[src/slcfr_pkg.sv]
// Shared types and constants for the start/id/length/payload/sum-8 frame receiver.
// Holds the controller state encoding and the command/status bundles.
// No dependencies.
`default_nettype none

package slcfr_pkg;

    localparam int BYTE_W      = 8;
    localparam int MAX_PAYLOAD = 16;
    localparam int LEN_W       = 5;
    localparam int IDX_W       = $clog2(MAX_PAYLOAD);
    localparam int TDATA_W     = 32;

    localparam logic [BYTE_W-1:0] START_BYTE_RST = 8'hAA;

    // One-hot controller states
    typedef enum logic [6:0] {
        ST_HUNT    = 7'b0000001,
        ST_ID      = 7'b0000010,
        ST_LEN     = 7'b0000100,
        ST_DATA    = 7'b0001000,
        ST_CHK     = 7'b0010000,
        ST_EMIT_RD = 7'b0100000,
        ST_EMIT_WR = 7'b1000000
    } state_t;

    // Controller to datapath
    typedef struct packed {
        logic ld_id;
        logic ld_len;
        logic ld_data;
        logic clr_idx;
        logic rd_issue;
        logic out_load;
        logic idx_adv;
    } dp_cmd_t;

    // Datapath to controller
    typedef struct packed {
        logic start_hit;
        logic len_over;
        logic len_zero;
        logic data_done;
        logic sum_match;
        logic out_free;
        logic emit_last;
    } dp_status_t;

endpackage

`default_nettype wire

[src/slcfr_ctrl.sv]
// Frame parse and readout controller.
// Walks hunt/id/length/payload/checksum phases, then sequences the payload readout.
// Depends on slcfr_pkg.
`default_nettype none

module slcfr_ctrl
    import slcfr_pkg::*;
(
    input  wire logic       clk,
    input  wire logic       rst_n,
    input  wire logic       in_valid,
    output logic            in_ready,
    input  wire dp_status_t status,
    output dp_cmd_t         cmd
);

    state_t state_reg;
    state_t state_next;
    logic   accept;

    // Take input beats in every parse phase, stall during readout
    always_comb
    begin
        in_ready = (state_reg == ST_HUNT) || (state_reg == ST_ID) ||
                   (state_reg == ST_LEN) || (state_reg == ST_DATA) ||
                   (state_reg == ST_CHK);
    end

    assign accept = in_valid && in_ready;

    // Next state and datapath commands
    always_comb
    begin
        state_next = state_reg;
        cmd        = '0;
        case (state_reg)
            ST_HUNT:
            begin
                if (accept && status.start_hit)
                begin
                    state_next = ST_ID;
                end
            end
            ST_ID:
            begin
                if (accept)
                begin
                    cmd.ld_id  = 1'b1;
                    state_next = ST_LEN;
                end
            end
            ST_LEN:
            begin
                if (accept)
                begin
                    if (status.len_over)
                    begin
                        state_next = ST_HUNT;
                    end
                    else
                    begin
                        cmd.ld_len = 1'b1;
                        state_next = status.len_zero ? ST_CHK : ST_DATA;
                    end
                end
            end
            ST_DATA:
            begin
                if (accept)
                begin
                    cmd.ld_data = 1'b1;
                    if (status.data_done)
                    begin
                        state_next = ST_CHK;
                    end
                end
            end
            ST_CHK:
            begin
                if (accept)
                begin
                    cmd.clr_idx = 1'b1;
                    state_next  = status.sum_match ? ST_EMIT_RD : ST_HUNT;
                end
            end
            ST_EMIT_RD:
            begin
                cmd.rd_issue = 1'b1;
                state_next   = ST_EMIT_WR;
            end
            ST_EMIT_WR:
            begin
                // Hold the read byte until the output register frees up
                if (status.out_free)
                begin
                    cmd.out_load = 1'b1;
                    if (status.emit_last)
                    begin
                        state_next = ST_HUNT;
                    end
                    else
                    begin
                        cmd.idx_adv = 1'b1;
                        state_next  = ST_EMIT_RD;
                    end
                end
            end
            default:
            begin
                state_next = ST_HUNT;
            end
        endcase
    end

    // State register
    always_ff @(posedge clk or negedge rst_n)
    begin
        if (!rst_n)
        begin
            state_reg <= ST_HUNT;
        end
        else
        begin
            state_reg <= state_next;
        end
    end

endmodule

`default_nettype wire

[src/slcfr_dp.sv]
// Frame receiver datapath: header registers, running sum, payload store,
// readout index and the output register. Depends on slcfr_pkg.
`default_nettype none

module slcfr_dp
    import slcfr_pkg::*;
(
    input  wire logic              clk,
    input  wire logic              rst_n,
    input  wire logic              cfg_wr_en,
    input  wire logic [BYTE_W-1:0] cfg_wr_data,
    input  wire logic [BYTE_W-1:0] rx_byte,
    input  wire dp_cmd_t           cmd,
    output dp_status_t             status,
    input  wire logic              out_ready,
    output logic                   out_valid,
    output logic [BYTE_W-1:0]      frame_id,
    output logic [LEN_W-1:0]       frame_len,
    output logic                   has_payload,
    output logic [IDX_W-1:0]       byte_index,
    output logic [BYTE_W-1:0]      payload_byte,
    output logic                   last
);

    logic [BYTE_W-1:0] start_byte_reg;
    logic [BYTE_W-1:0] held_id_reg;
    logic [LEN_W-1:0]  held_len_reg;
    logic [LEN_W-1:0]  count_reg;
    logic [LEN_W-1:0]  count_next;
    logic [BYTE_W-1:0] sum_reg;
    logic [BYTE_W-1:0] sum_next;
    logic [IDX_W-1:0]  idx_reg;
    logic [BYTE_W-1:0] rd_data_reg;
    logic [BYTE_W-1:0] store [MAX_PAYLOAD];

    logic              out_valid_reg;
    logic [BYTE_W-1:0] out_id_reg;
    logic [LEN_W-1:0]  out_len_reg;
    logic              out_has_reg;
    logic [IDX_W-1:0]  out_idx_reg;
    logic [BYTE_W-1:0] out_byte_reg;
    logic              out_last_reg;
    logic              len_nonzero;

    assign count_next  = count_reg + LEN_W'(1);
    assign sum_next    = sum_reg + rx_byte;
    assign len_nonzero = (held_len_reg != '0);

    // Status back to the controller
    always_comb
    begin
        status.start_hit = (rx_byte == start_byte_reg);
        status.len_over  = (rx_byte > BYTE_W'(MAX_PAYLOAD));
        status.len_zero  = (rx_byte == '0);
        status.data_done = (count_next >= held_len_reg);
        status.sum_match = (sum_reg == rx_byte);
        status.out_free  = !out_valid_reg || out_ready;
        status.emit_last = !len_nonzero ||
                           ((LEN_W'(idx_reg) + LEN_W'(1)) == held_len_reg);
    end

    // Start byte register
    always_ff @(posedge clk or negedge rst_n)
    begin
        if (!rst_n)
        begin
            start_byte_reg <= START_BYTE_RST;
        end
        else if (cfg_wr_en)
        begin
            start_byte_reg <= cfg_wr_data;
        end
    end

    // Header, running sum, fill count and readout index
    always_ff @(posedge clk or negedge rst_n)
    begin
        if (!rst_n)
        begin
            held_id_reg  <= '0;
            held_len_reg <= '0;
            count_reg    <= '0;
            sum_reg      <= '0;
            idx_reg      <= '0;
        end
        else
        begin
            if (cmd.ld_id)
            begin
                held_id_reg <= rx_byte;
                sum_reg     <= rx_byte;
            end
            if (cmd.ld_len)
            begin
                held_len_reg <= rx_byte[LEN_W-1:0];
                sum_reg      <= sum_next;
                count_reg    <= '0;
            end
            if (cmd.ld_data)
            begin
                sum_reg   <= sum_next;
                count_reg <= count_next;
            end
            if (cmd.clr_idx)
            begin
                count_reg <= '0;
                idx_reg   <= '0;
            end
            if (cmd.idx_adv)
            begin
                idx_reg <= idx_reg + IDX_W'(1);
            end
        end
    end

    // Payload store: write during the payload phase, registered read during readout
    always_ff @(posedge clk)
    begin
        if (cmd.ld_data)
        begin
            store[count_reg[IDX_W-1:0]] <= rx_byte;
        end
        if (cmd.rd_issue)
        begin
            rd_data_reg <= store[idx_reg];
        end
    end

    // Output register valid
    always_ff @(posedge clk or negedge rst_n)
    begin
        if (!rst_n)
        begin
            out_valid_reg <= 1'b0;
        end
        else if (cmd.out_load)
        begin
            out_valid_reg <= 1'b1;
        end
        else if (out_ready)
        begin
            out_valid_reg <= 1'b0;
        end
    end

    // Output register payload
    always_ff @(posedge clk)
    begin
        if (cmd.out_load)
        begin
            out_id_reg   <= held_id_reg;
            out_len_reg  <= held_len_reg;
            out_has_reg  <= len_nonzero;
            out_idx_reg  <= idx_reg;
            out_byte_reg <= len_nonzero ? rd_data_reg : '0;
            out_last_reg <= status.emit_last;
        end
    end

    assign out_valid    = out_valid_reg;
    assign frame_id     = out_id_reg;
    assign frame_len    = out_len_reg;
    assign has_payload  = out_has_reg;
    assign byte_index   = out_idx_reg;
    assign payload_byte = out_byte_reg;
    assign last         = out_last_reg;

endmodule

`default_nettype wire

[src/sof_len_checksum_frame_receiver_top.sv]
// Frame receiver top: start byte, id, length, up to 16 payload bytes, sum-8 checksum.
// Parse: one input beat per cycle outside readout; a matching checksum beat starts a readout
// of each result (store read, then output register).
// Input stalls for the readout, plus any wait on m_axis_tready.
// Reset (rst_n, async low) returns to hunting, start byte 0xAA; payload store undefined.
// Depends on slcfr_pkg, slcfr_ctrl and slcfr_dp.
`default_nettype none

module sof_len_checksum_frame_receiver_top
    import slcfr_pkg::*;
(
    input  wire logic               clk,
    input  wire logic               rst_n,
    input  wire logic               cfg_wr_en,
    input  wire logic [BYTE_W-1:0]  cfg_wr_data,    // start_byte
    input  wire logic               s_axis_tvalid,
    output logic                    s_axis_tready,
    input  wire logic [BYTE_W-1:0]  s_axis_tdata,   // [7:0] rx_byte
    output logic                    m_axis_tvalid,
    input  wire logic               m_axis_tready,
    // [7:0] frame_id, [12:8] frame_len, [16:13] byte_index, [24:17] payload_byte, rest 0
    output logic [TDATA_W-1:0]      m_axis_tdata,
    output logic                    m_axis_tuser,   // [0] has_payload
    output logic                    m_axis_tlast    // last
);

    dp_cmd_t           cmd;
    dp_status_t        status;
    logic [BYTE_W-1:0] frame_id;
    logic [LEN_W-1:0]  frame_len;
    logic [IDX_W-1:0]  byte_index;
    logic [BYTE_W-1:0] payload_byte;

    slcfr_ctrl u_ctrl (
        .clk      (clk),
        .rst_n    (rst_n),
        .in_valid (s_axis_tvalid),
        .in_ready (s_axis_tready),
        .status   (status),
        .cmd      (cmd)
    );

    slcfr_dp u_dp (
        .clk          (clk),
        .rst_n        (rst_n),
        .cfg_wr_en    (cfg_wr_en),
        .cfg_wr_data  (cfg_wr_data),
        .rx_byte      (s_axis_tdata),
        .cmd          (cmd),
        .status       (status),
        .out_ready    (m_axis_tready),
        .out_valid    (m_axis_tvalid),
        .frame_id     (frame_id),
        .frame_len    (frame_len),
        .has_payload  (m_axis_tuser),
        .byte_index   (byte_index),
        .payload_byte (payload_byte),
        .last         (m_axis_tlast)
    );

    // Pack the result beat, zero fill to whole bytes
    assign m_axis_tdata = TDATA_W'({payload_byte, byte_index, frame_len, frame_id});

    // Never overwrite a result that is still waiting
    a_no_overwrite: assert property (@(posedge clk) disable iff (!rst_n)
        cmd.out_load |-> status.out_free)
        else $error("output register loaded while occupied");

    // Input is stalled while the store is being read out
    a_stall_readout: assert property (@(posedge clk) disable iff (!rst_n)
        cmd.rd_issue |-> !s_axis_tready)
        else $error("input taken during readout");

    // At most one parse action per input beat
    a_one_action: assert property (@(posedge clk) disable iff (!rst_n)
        $onehot0({cmd.ld_id, cmd.ld_len, cmd.ld_data, cmd.clr_idx, cmd.rd_issue}))
        else $error("conflicting datapath commands");

    // Store reads are never issued back to back
    a_read_then_load: assert property (@(posedge clk) disable iff (!rst_n)
        cmd.rd_issue |=> !cmd.rd_issue)
        else $error("back to back store reads");

endmodule

`default_nettype wire
[config.mk]
export PLATFORM = sky130hd
export DESIGN_NAME = sof_len_checksum_frame_receiver_top
export DESIGN_NICKNAME = d
export VERILOG_FILES = /design/src/slcfr_pkg.sv /design/src/slcfr_ctrl.sv /design/src/slcfr_dp.sv /design/src/sof_len_checksum_frame_receiver_top.sv
export SDC_FILE = /design/constraint.sdc
export NUM_CORES = 1
export LEC_CHECK = 0
export ABC_CLOCK_PERIOD_IN_PS = 7880
export BUFFER_PORTS_ARGS = -buffer_cell sky130_fd_sc_hd__buf_2
export CORE_MARGIN = 8
export CORE_UTILIZATION = 40
export CTS_BUF_LIST = sky130_fd_sc_hd__clkbuf_8
export DETAILED_ROUTE_END_ITERATION = 12
export GPL_TIMING_DRIVEN = 1
export MAX_ROUTING_LAYER = met4
export PLACE_DENSITY_LB_ADDON = 0.15
export SYNTH_ARGS = -nofsm -noshare
export SYNTH_HDL_FRONTEND = slang
export SYNTH_SLANG_ARGS = --single-unit
[constraint.sdc]
create_clock -name clk -period 7.88 [get_ports clk]
set_input_delay 1.576 -clock clk [delete_from_list [all_inputs] [get_ports clk]]
set_output_delay 1.576 -clock clk [all_outputs]
set_load 0.02 [all_outputs]
== Yosys cells after proc, flatten, opt, wreduce, memory -nomap -nowiden ==
Memory sizes are Yosys's and may differ from the RTL's. A register that Yosys moved wholly into a read port is not among the register bits.
Cells that the tools add are included.
Word-level totals
  memories: 1
  bits in registers: 73
  memory bits (writable): 128
  output and inout bits: 36
Memory list
  u_dp.store: depth 16, bits a word 8, read ports 1, clocked after memory_dff 1, write ports 1, RTL line slcfr_dp.sv:34  | logic [BYTE_W-1:0] store [MAX_PAYLOAD];
Operators by class
  reduce and logical (&&, ||, !) cells: 17
  magnitude comparators: 2
  multiplexer cells: 35
  equal/unequal tests: 17
  add/sub/neg operators: 4
Operator list (number)
  7-bit two-way mux: 8
  7-bit one-hot mux with 7 select lines: 1
  8-bit two-way mux: 3
  5-bit two-way mux: 4
  8-bit equality test: 2
  1-bit two-way mux: 13
  6-bit two-way mux: 2
  8-bit adder: 1
  8-bit by 5-bit greater-than comparator with 1-bit output, second input constant: 1
  8-bit zero test: 1
  4-bit two-way mux: 2
  2-bit by 1-bit != test with 1-bit output, second input constant: 4
  7-bit by 1-bit equality test with 1-bit output, second input constant: 1
  7-bit by 2-bit equality test with 1-bit output, second input constant: 1
  7-bit by 3-bit equality test with 1-bit output, second input constant: 1
  7-bit by 4-bit equality test with 1-bit output, second input constant: 1
  7-bit by 5-bit equality test with 1-bit output, second input constant: 1
  7-bit by 6-bit equality test with 1-bit output, second input constant: 1
  7-bit equality test, second input constant: 1
  7-bit AND reduction: 1
  1-bit logical OR: 6
  2-bit != test, second input constant: 3
  3-bit nonzero test: 2
  4-bit by 1-bit adder with 5-bit output, second input constant: 1
  other kinds (9): 13

== Logic depth before layout (Yosys ltp) ==
Gate-level depths: netlist of the first run.
  depth in word-level cells: 11
  gate-level depth with buffers: 9

== Hierarchy ==
Synthesis of the first run repeated with hierarchy kept, for this count alone.
Unflattened totals
  cells, all modules: 633
  area, all modules: 9273.9 µm²
By module, submodules not included
  slcfr_dp: cells each 543, instances 1, seq. area each 5875.6 µm², area each 8516.9 µm²
  slcfr_ctrl: cells each 82, instances 1, seq. area each 176.4 µm², area each 700.7 µm²
  sof_len_checksum_frame_receiver_top: cells each 8, instances 1, seq. area each 0.0 µm², area each 56.3 µm²

== Worst setup path before layout of the first run ==
No wires, ideal clock.
  kind: input port to flip-flop
  start point: input port m_axis_tready
  end point: register u_dp.idx_reg[3]
  arrival: 3331 ps
  path slack: 4418 ps
  library setup time: 131 ps
  stages on the path: 4
  cells stage by stage: nor2b_1 -> nor2_1 -> nand2_1 -> mux2i_1
On the way
  word-level cells in the longest chain between the ends: 4
  elaborated cells between the ends (all ways): 5
  classes of those cells: 3 x mux; 2 x reduce/logical
Ends and longest elaborated chain
  start: declaration: RTL line sof_len_checksum_frame_receiver_top.sv:20  | input wire logic m_axis_tready,
  1-bit logical OR *: RTL line slcfr_dp.sv:57  | status.out_free = !out_valid_reg || out_ready;
  2-bit two-way mux *: RTL line slcfr_ctrl.sv:94  | if (status.out_free)
  2-bit two-way mux *: RTL line slcfr_ctrl.sv:36  | case (state_reg)
  4-bit two-way mux / 2-bit nonzero test (equally long branches)
  end signal: assignment: RTL line slcfr_dp.sv:111  | idx_reg <= idx_reg + IDX_W'(1);
  end: declaration: RTL line slcfr_dp.sv:32  | logic [IDX_W-1:0] idx_reg;
Every way passes the cells marked *; elsewhere a longest branch is shown, timed or not.
A chain may end at the register's enable or synchronous reset.

== Worst setup path in the final report of the first run ==
  start point: register u_ctrl.state_reg[1]
  end point: output port s_axis_tready
On the way
  word-level cells in the longest chain between the ends: 5
  elaborated cells between the ends (all ways): 9
  classes of those cells: 5 x eq/ne; 4 x reduce/logical
Ends and longest elaborated chain
  start: declaration: RTL line slcfr_ctrl.sv:17  | state_t state_reg;
  start signal: assignment: RTL line slcfr_ctrl.sv:124  | state_reg <= state_next;
  7-bit by 1-bit equality test with 1-bit output / 7-bit by 2-bit equality test with 1-bit output (equally long branches): RTL line slcfr_ctrl.sv:24  | in_ready = (state_reg == ST_HUNT) || (state_reg == ST_ID) ||
  1-bit logical OR (2 in series): RTL line slcfr_ctrl.sv:24
  1-bit logical OR: RTL line slcfr_ctrl.sv:25  | (state_reg == ST_LEN) || (state_reg == ST_DATA) ||
  1-bit logical OR *: RTL line slcfr_ctrl.sv:25
  end: declaration: RTL line sof_len_checksum_frame_receiver_top.sv:17  | output logic s_axis_tready,
Marks and branches as above.

==> metrics.cfg, run 1 <==
[timing]
slew_violations = 0
hold_violations = 0
slew_headroom = 0.378
rsz0062_at_grt = false
layout_min_cycle_time_ps = 3510
tns_ps = 0
fmax_mhz = 285
worstMarginPinSlew_ps = 930
skew_ps = 12.2
finalSetupViolations = 0
min_period_over_period = 0.446

[finish]
fillers = 1971
areaGrowthSynthToFinish_pct = 13.6
final_nets = 686
multi_input_area_um2 = 2800
diodes = 0
final_common_cell = edfxtp_1
layout-drive-gt1-share = 0.284
largest_reg_flops = 128
regArea_um2 = 6050
layout_common_cells = edfxtp_1, nand2_1, buf_2, mux4_2, dfrtp_1
fin_area_um2 = 10300

[floorplanning]
core_area_um2 = 22400
start_util = 0.404
rows = 55
fp.dieW_um = 166
die_y_um = 166
dieArea_um2 = 27700
pin_count = 57

[synthesis]
avgSynthCellArea_um2 = 15.9
yosysSeqAreaShare = 0.668
syn_area_um2 = 9060
synth_cells = 570
synth-seq-cells = 209
yosysUniqueCellTypes = 75
synth_edf_count = 163
synth_async_sr_flop_share = 0.220
yosys_warnings = 0
synth_flop_cell = edfxtp_1

[setup_path]
cp_cell_sequence = nor2_1 -> a22o_1 -> o21ai_2 -> inv_1 -> buf_2
crit_required_ps = 6300
critPathArrivalTime_ps = 1940
crit_fanout = 7
max_stage_delay_ps = 450
crit_type = flip-flop to primary output
critPathSlowestCell = dfrtp_1
cp-start-kind = flip-flop
endpoint_kind = primary output

[drt]
drtIter0Drc = 341
drc = 0
wl_per_cell_um = 21.2
vias_per_cell = 5.34
wirelength_mm = 20.3
vias = 5115
dr.pass1.iters = 5
antenna_left = 0

[clock_network]
clock_latency_ps = 520
hold_buffers = 0
clkTransAtPathRegs_ps = 60
htree_num_levels = 2
tritoncts = yes
cts_buffers = 35
cts_setup_buffers = 0
clock-root-buffer = clkbuf_8
cts_resized = 0
cts_sinks = 209
clockBufferDepth = 3

[grt]
grt_use_total = 0.153
met3_usage = 0.0366
grt_use_met1 = 0.195
grt_overflow = 0
met2_usage = 0.242
grt_pass1_wl_mm = 31.9
grt_max_degree = 47
busiest_layer = met2
antenna_found_initial = 0
grt_pass1_vias = 5436

[place]
place_hpwl_mm = 13.1
place_congestion = 0.836
placed_area_um2 = 9610
port_buffers = 49

[outcome]
outcome = completed

[power_and_ir_drop]
power_density_nw_per_um2 = 247
p_int_mw = 1.88
p_sw_mw = 0.662
power_frac_comb = 0.129
irDropWorstVdd_uv = 101
netSwitchingFraction = 0.261
finalPower_mw = 2.54
clockPowerShare = 0.360
power_leakage_nw = 3.71
seq_power_share = 0.511

[hold_path]
hp-class = flip-flop to flip-flop

[run]
drv_cap = 0

## worst max-delay path: cells and delay by family, from the launching register on
| family | cells | cell delay [ps] |
|---|---|---|
| AND/OR/NAND/NOR | 1 | 390 |
| AO/OA/AOI/OAI | 2 | 380 |
| buffers and inverters | 2 | 200 |
| flip-flops | 1 | 450 |
## layout make-up
type / instances / share of cell area
sequential: 209 / 0.588
multi-input combinational: 322 / 0.272
inverter: 16 / 0.00584
timing repair buffer: 63 / 0.0341
clock inverter: 24 / 0.0128
tap: 285 / 0.0347
clock buffer: 39 / 0.0522
## power groups by stage
stage	clock network (mW)	logic (mW)	registers [mW]
final	0.915	0.327	1.30
after global routing	0.985	0.371	1.30
after CTS	0.940	0.328	1.30
after detailed placement	0	0.326	1.32
after global placement	0	0.317	1.31
after floorplan	0	0.254	1.30
## cell families after synthesis
kind of cell / synth area share
fa+ha+maj: 0.0257
other cells: 0.000414
compound gates: 0.0587
mux: 0.114
buf+inv: 0.0254
xor+xnor: 0.0155
flops: 0.668
simple gates: 0.0920
## cell usage after synthesis, types with 3 or more instances
| library cell | n | area [um2] |
|---|---|---|
| nor2_1 | 30 | 113 |
| and2_1 | 10 | 62.6 |
| clkbuf_1 | 8 | 30.0 |
| a22o_1 | 4 | 35.0 |
| or3_1 | 3 | 18.8 |
| nand3_1 | 6 | 30.0 |
| edfxtp_1 | 163 | 4890 |
| dfrtp_1 | 41 | 1030 |
| o211ai_1 | 3 | 22.5 |
| nand2b_1 | 9 | 56.3 |
| nor3_1 | 16 | 80.1 |
| nand2_1 | 51 | 191 |
| nand4_1 | 4 | 25.0 |
| o21ai_0 | 19 | 95.1 |
| inv_1 | 14 | 52.6 |
| buf_4 | 9 | 67.6 |
| xnor2_1 | 11 | 96.3 |
| nor2b_1 | 7 | 43.8 |
| a21oi_1 | 10 | 50.1 |
| xor2_1 | 5 | 43.8 |
| mux2_2 | 10 | 113 |
| ha_1 | 17 | 213 |
| buf_2 | 8 | 40.0 |
| mux4_2 | 40 | 901 |
| dfstp_2 | 5 | 131 |
## routing by layer
layer  vias to the layer above  share of wire
met3                        30          0.047
met2                       137           0.48
li1                       2335              -
met4                         0          0.016
met5                         -              0
met1                      2613           0.46
## path summary, 6_finish.rpt
kind,cells after the start,slack [ps],start,end
hold / removal,0,450,u_dp.held_id_reg[7]$_DFFE_PN0P_,u_dp.frame_id[7]$_DFFE_PP_
setup reg to reg,6,5030,u_ctrl.state_reg[1]$_DFFE_PN0P_,u_dp.store[11][4]$_DFFE_PP_
max in group asynchronous,2,6290,rst_n,u_dp.idx_reg[0]$_DFFE_PN0P_
hold reg to reg,0,450,u_dp.held_id_reg[7]$_DFFE_PN0P_,u_dp.frame_id[7]$_DFFE_PP_
min in group asynchronous,2,1160,rst_n,u_dp.out_valid$_DFFE_PN0P_
setup / recovery,5,4370,u_ctrl.state_reg[1]$_DFFE_PN0P_,s_axis_tready
## metrics by stage
step | instances | hold slack [ps] | utilization | setup WS (ps)
after detailed placement | 894 | 438 | 0.429 | 3990
after global placement | 894 | 434 | 0.429 | 4080
after CTS | 957 | 447 | 0.458 | 4340
after global routing | 958 | 470 | 0.459 | 4210
after floorplan | 576 | 425 | - | 4420
final | 958 | 446 | 0.459 | 4370
(Power assumes the default switching activity.)
==> run 2: changes to the inputs <==
--- a/config.mk
+++ b/config.mk
@@ -5,7 +5,7 @@
 export SDC_FILE = /design/constraint.sdc
 export NUM_CORES = 1
 export LEC_CHECK = 0
-export ABC_CLOCK_PERIOD_IN_PS = 7880
+export ABC_CLOCK_PERIOD_IN_PS = 3200
 export BUFFER_PORTS_ARGS = -buffer_cell sky130_fd_sc_hd__buf_2
 export CORE_MARGIN = 8
 export CORE_UTILIZATION = 40
==> constraint.sdc (replaced) <==
create_clock -name clk -period 3.2 [get_ports clk]
set_input_delay 0.64 -clock clk [delete_from_list [all_inputs] [get_ports clk]]
set_output_delay 0.64 -clock clk [all_outputs]
set_load 0.02 [all_outputs]
==> metrics.cfg, run 2 (same netlist as run 1, synthesis figures left out) <==
[outcome]
outcome = completed

[grt]
grt_overflow = 0  ; unchanged
grt_use_total = 0.152  ; -0.000427
grt_pass1_wl_mm = 31.7  ; -0.84%
met2_usage = 0.236  ; -0.00590
grt_max_degree = 35  ; -26%
busiest_layer = met2
grt_use_met1 = 0.198  ; +0.00308
grt_pass1_vias = 5416  ; -0.37%
antenna_found_initial = 0  ; unchanged
met3_usage = 0.0352  ; -0.00142

[place]
place_hpwl_mm = 13.4  ; +2.5%
place_congestion = 0.835  ; -0.14%
port_buffers = 49  ; unchanged
placed_area_um2 = 9740  ; +1.3%

[timing]
min_period_over_period = 0.821
finalSetupViolations = 0  ; unchanged
worstMarginPinSlew_ps = 800  ; -130 ps
layout_min_cycle_time_ps = 2630
fmax_mhz = 380
slew_violations = 0  ; unchanged
tns_ps = 0  ; unchanged
skew_ps = 27.5  ; +15.3 ps
slew_headroom = 0.467  ; +0.0892
rsz0062_at_grt = false
hold_violations = 0  ; unchanged

[setup_path]
max_stage_delay_ps = 450  ; about the same
crit_type = flip-flop to flip-flop
crit_required_ps = 3410  ; -2890 ps
critPathArrivalTime_ps = 2840  ; +900 ps
critPathSlowestCell = dfrtp_1
cp-start-kind = flip-flop
crit_buf_inv = 1  ; -1
endpoint_kind = flip-flop
cp_top_family = simple AND/OR/NAND/NOR gates
crit_fanout = 7  ; unchanged
cp_cell_sequence = nor2_1 -> nand4b_1 -> nor2_2 -> nand2_1 -> nor2_1 -> buf_4
cpMostUsedCell = nor2_1
cp.depth = 6  ; +1
worstRegToRegCells = 6  ; unchanged

[finish]
largest_reg_flops = 128  ; unchanged
fillers = 1976  ; +0.25%
layout_common_cells = edfxtp_1, nand2_1, buf_2, mux4_2, dfrtp_1
final_nets = 701  ; +2.2%
fin_area_um2 = 10400  ; +0.85%
diodes = 0  ; unchanged
final_common_cell = edfxtp_1
areaGrowthSynthToFinish_pct = 14.6
layout-drive-gt1-share = 0.295  ; +0.0117

[power_and_ir_drop]
power_leakage_nw = 3.79  ; +2.2%
power_density_nw_per_um2 = 593  ; +140%
irDropWorstVdd_uv = 313  ; +210%

[clock_network]
tritoncts = yes
htree_num_levels = 2  ; unchanged
clkTransAtPathRegs_ps = 60  ; about the same
clock-root-buffer = clkbuf_8
cts_setup_buffers = 0  ; unchanged
cts_buffers = 36  ; +2.9%
cts_resized = 0  ; unchanged
clock_latency_ps = 520  ; about the same
hold_buffers = 0  ; unchanged
cts_sinks = 209  ; unchanged
clockBufferDepth = 3  ; unchanged

[floorplanning]
core_area_um2 = 22400  ; unchanged
rows = 55  ; unchanged
start_util = 0.404  ; unchanged
dieArea_um2 = 27700  ; unchanged
fp.dieW_um = 166  ; unchanged
pin_count = 57  ; unchanged
die_y_um = 166  ; unchanged

[drt]
drtIter0Drc = 300  ; -12%
wl_per_cell_um = 20.6  ; -2.7%
wirelength_mm = 20.0  ; -1.3%
dr.pass1.iters = 5  ; unchanged
vias = 5154  ; +0.76%
drc = 0  ; unchanged
antenna_left = 0  ; unchanged
vias_per_cell = 5.30  ; -0.69%

[run]
drv_cap = 0  ; unchanged

[hold_path]
hp-class = input pin to asynchronous set/reset pin

[run 2: area by class of cell]
| cell class | count | area (um2) | share of cell area |
|---|---|---|---|
| Tap cell | 285 | 357 | 0.0344 |
| Clock inverter | 24 | 101 | 0.00977 |
| Inverter | 16 | 60.1 | 0.00579 |
| Multi-Input combinational cell | 322 | 2800 | 0.270 |
| Timing Repair Buffer | 77 | 468 | 0.0451 |
| Sequential cell | 209 | 6050 | 0.583 |
| Clock buffer | 39 | 537 | 0.0517 |
[run 2: path summary, 6_finish.rpt]
kind	slack, ps	end	startpoint
worst max-delay path	570	u_dp.store[9][7]$_DFFE_PP_	u_ctrl.state_reg[1]$_DFFE_PN0P_
worst min-delay path	160	u_dp.sum_reg[7]$_DFFE_PN0P_	rst_n
worst max register to register	570	u_dp.store[9][7]$_DFFE_PP_	u_ctrl.state_reg[1]$_DFFE_PN0P_
worst min register to register	450	u_dp.frame_id[1]$_DFFE_PP_	u_dp.held_id_reg[1]$_DFFE_PN0P_
max in group asynchronous	2280	u_dp.start_byte_reg[5]$_DFFE_PN1P_	rst_n
min in group clk	350	u_dp.start_byte_reg[2]$_DFFE_PN0P_	cfg_wr_data[2]
[run 2: power by group]
| part | switching, mW | internal [mW] | total (mW) |
|---|---|---|---|
| clock | 1.03 | 1.12 | 2.16 |
| combinational | 0.479 | 0.336 | 0.815 |
| sequential | 0.0986 | 3.08 | 3.18 |
[run 2: per-stage QoR]
step / std cells / hold slack (ps) / total power, mW / setup slack [ps] / utilization
6_report: 972 / 162 / 6.15 / 572 / 0.463
2_1_floorplan: 576 / 344 / 3.83 / 413 / -
5_1_grt: 972 / 175 / 6.48 / 351 / 0.463
4_1_cts: 972 / 153 / 6.23 / 560 / 0.463
3_5_place_dp: 909 / 435 / 4.04 / 461 / 0.434
3_3_place_gp: 909 / 433 / 4.03 / 510 / 0.434
[run 2: layer usage]
metal,vias up,share of wire
met1,2630,0.46
met4,0,0.017
li1,2365,-
met5,-,0
met3,36,0.047
met2,123,0.47
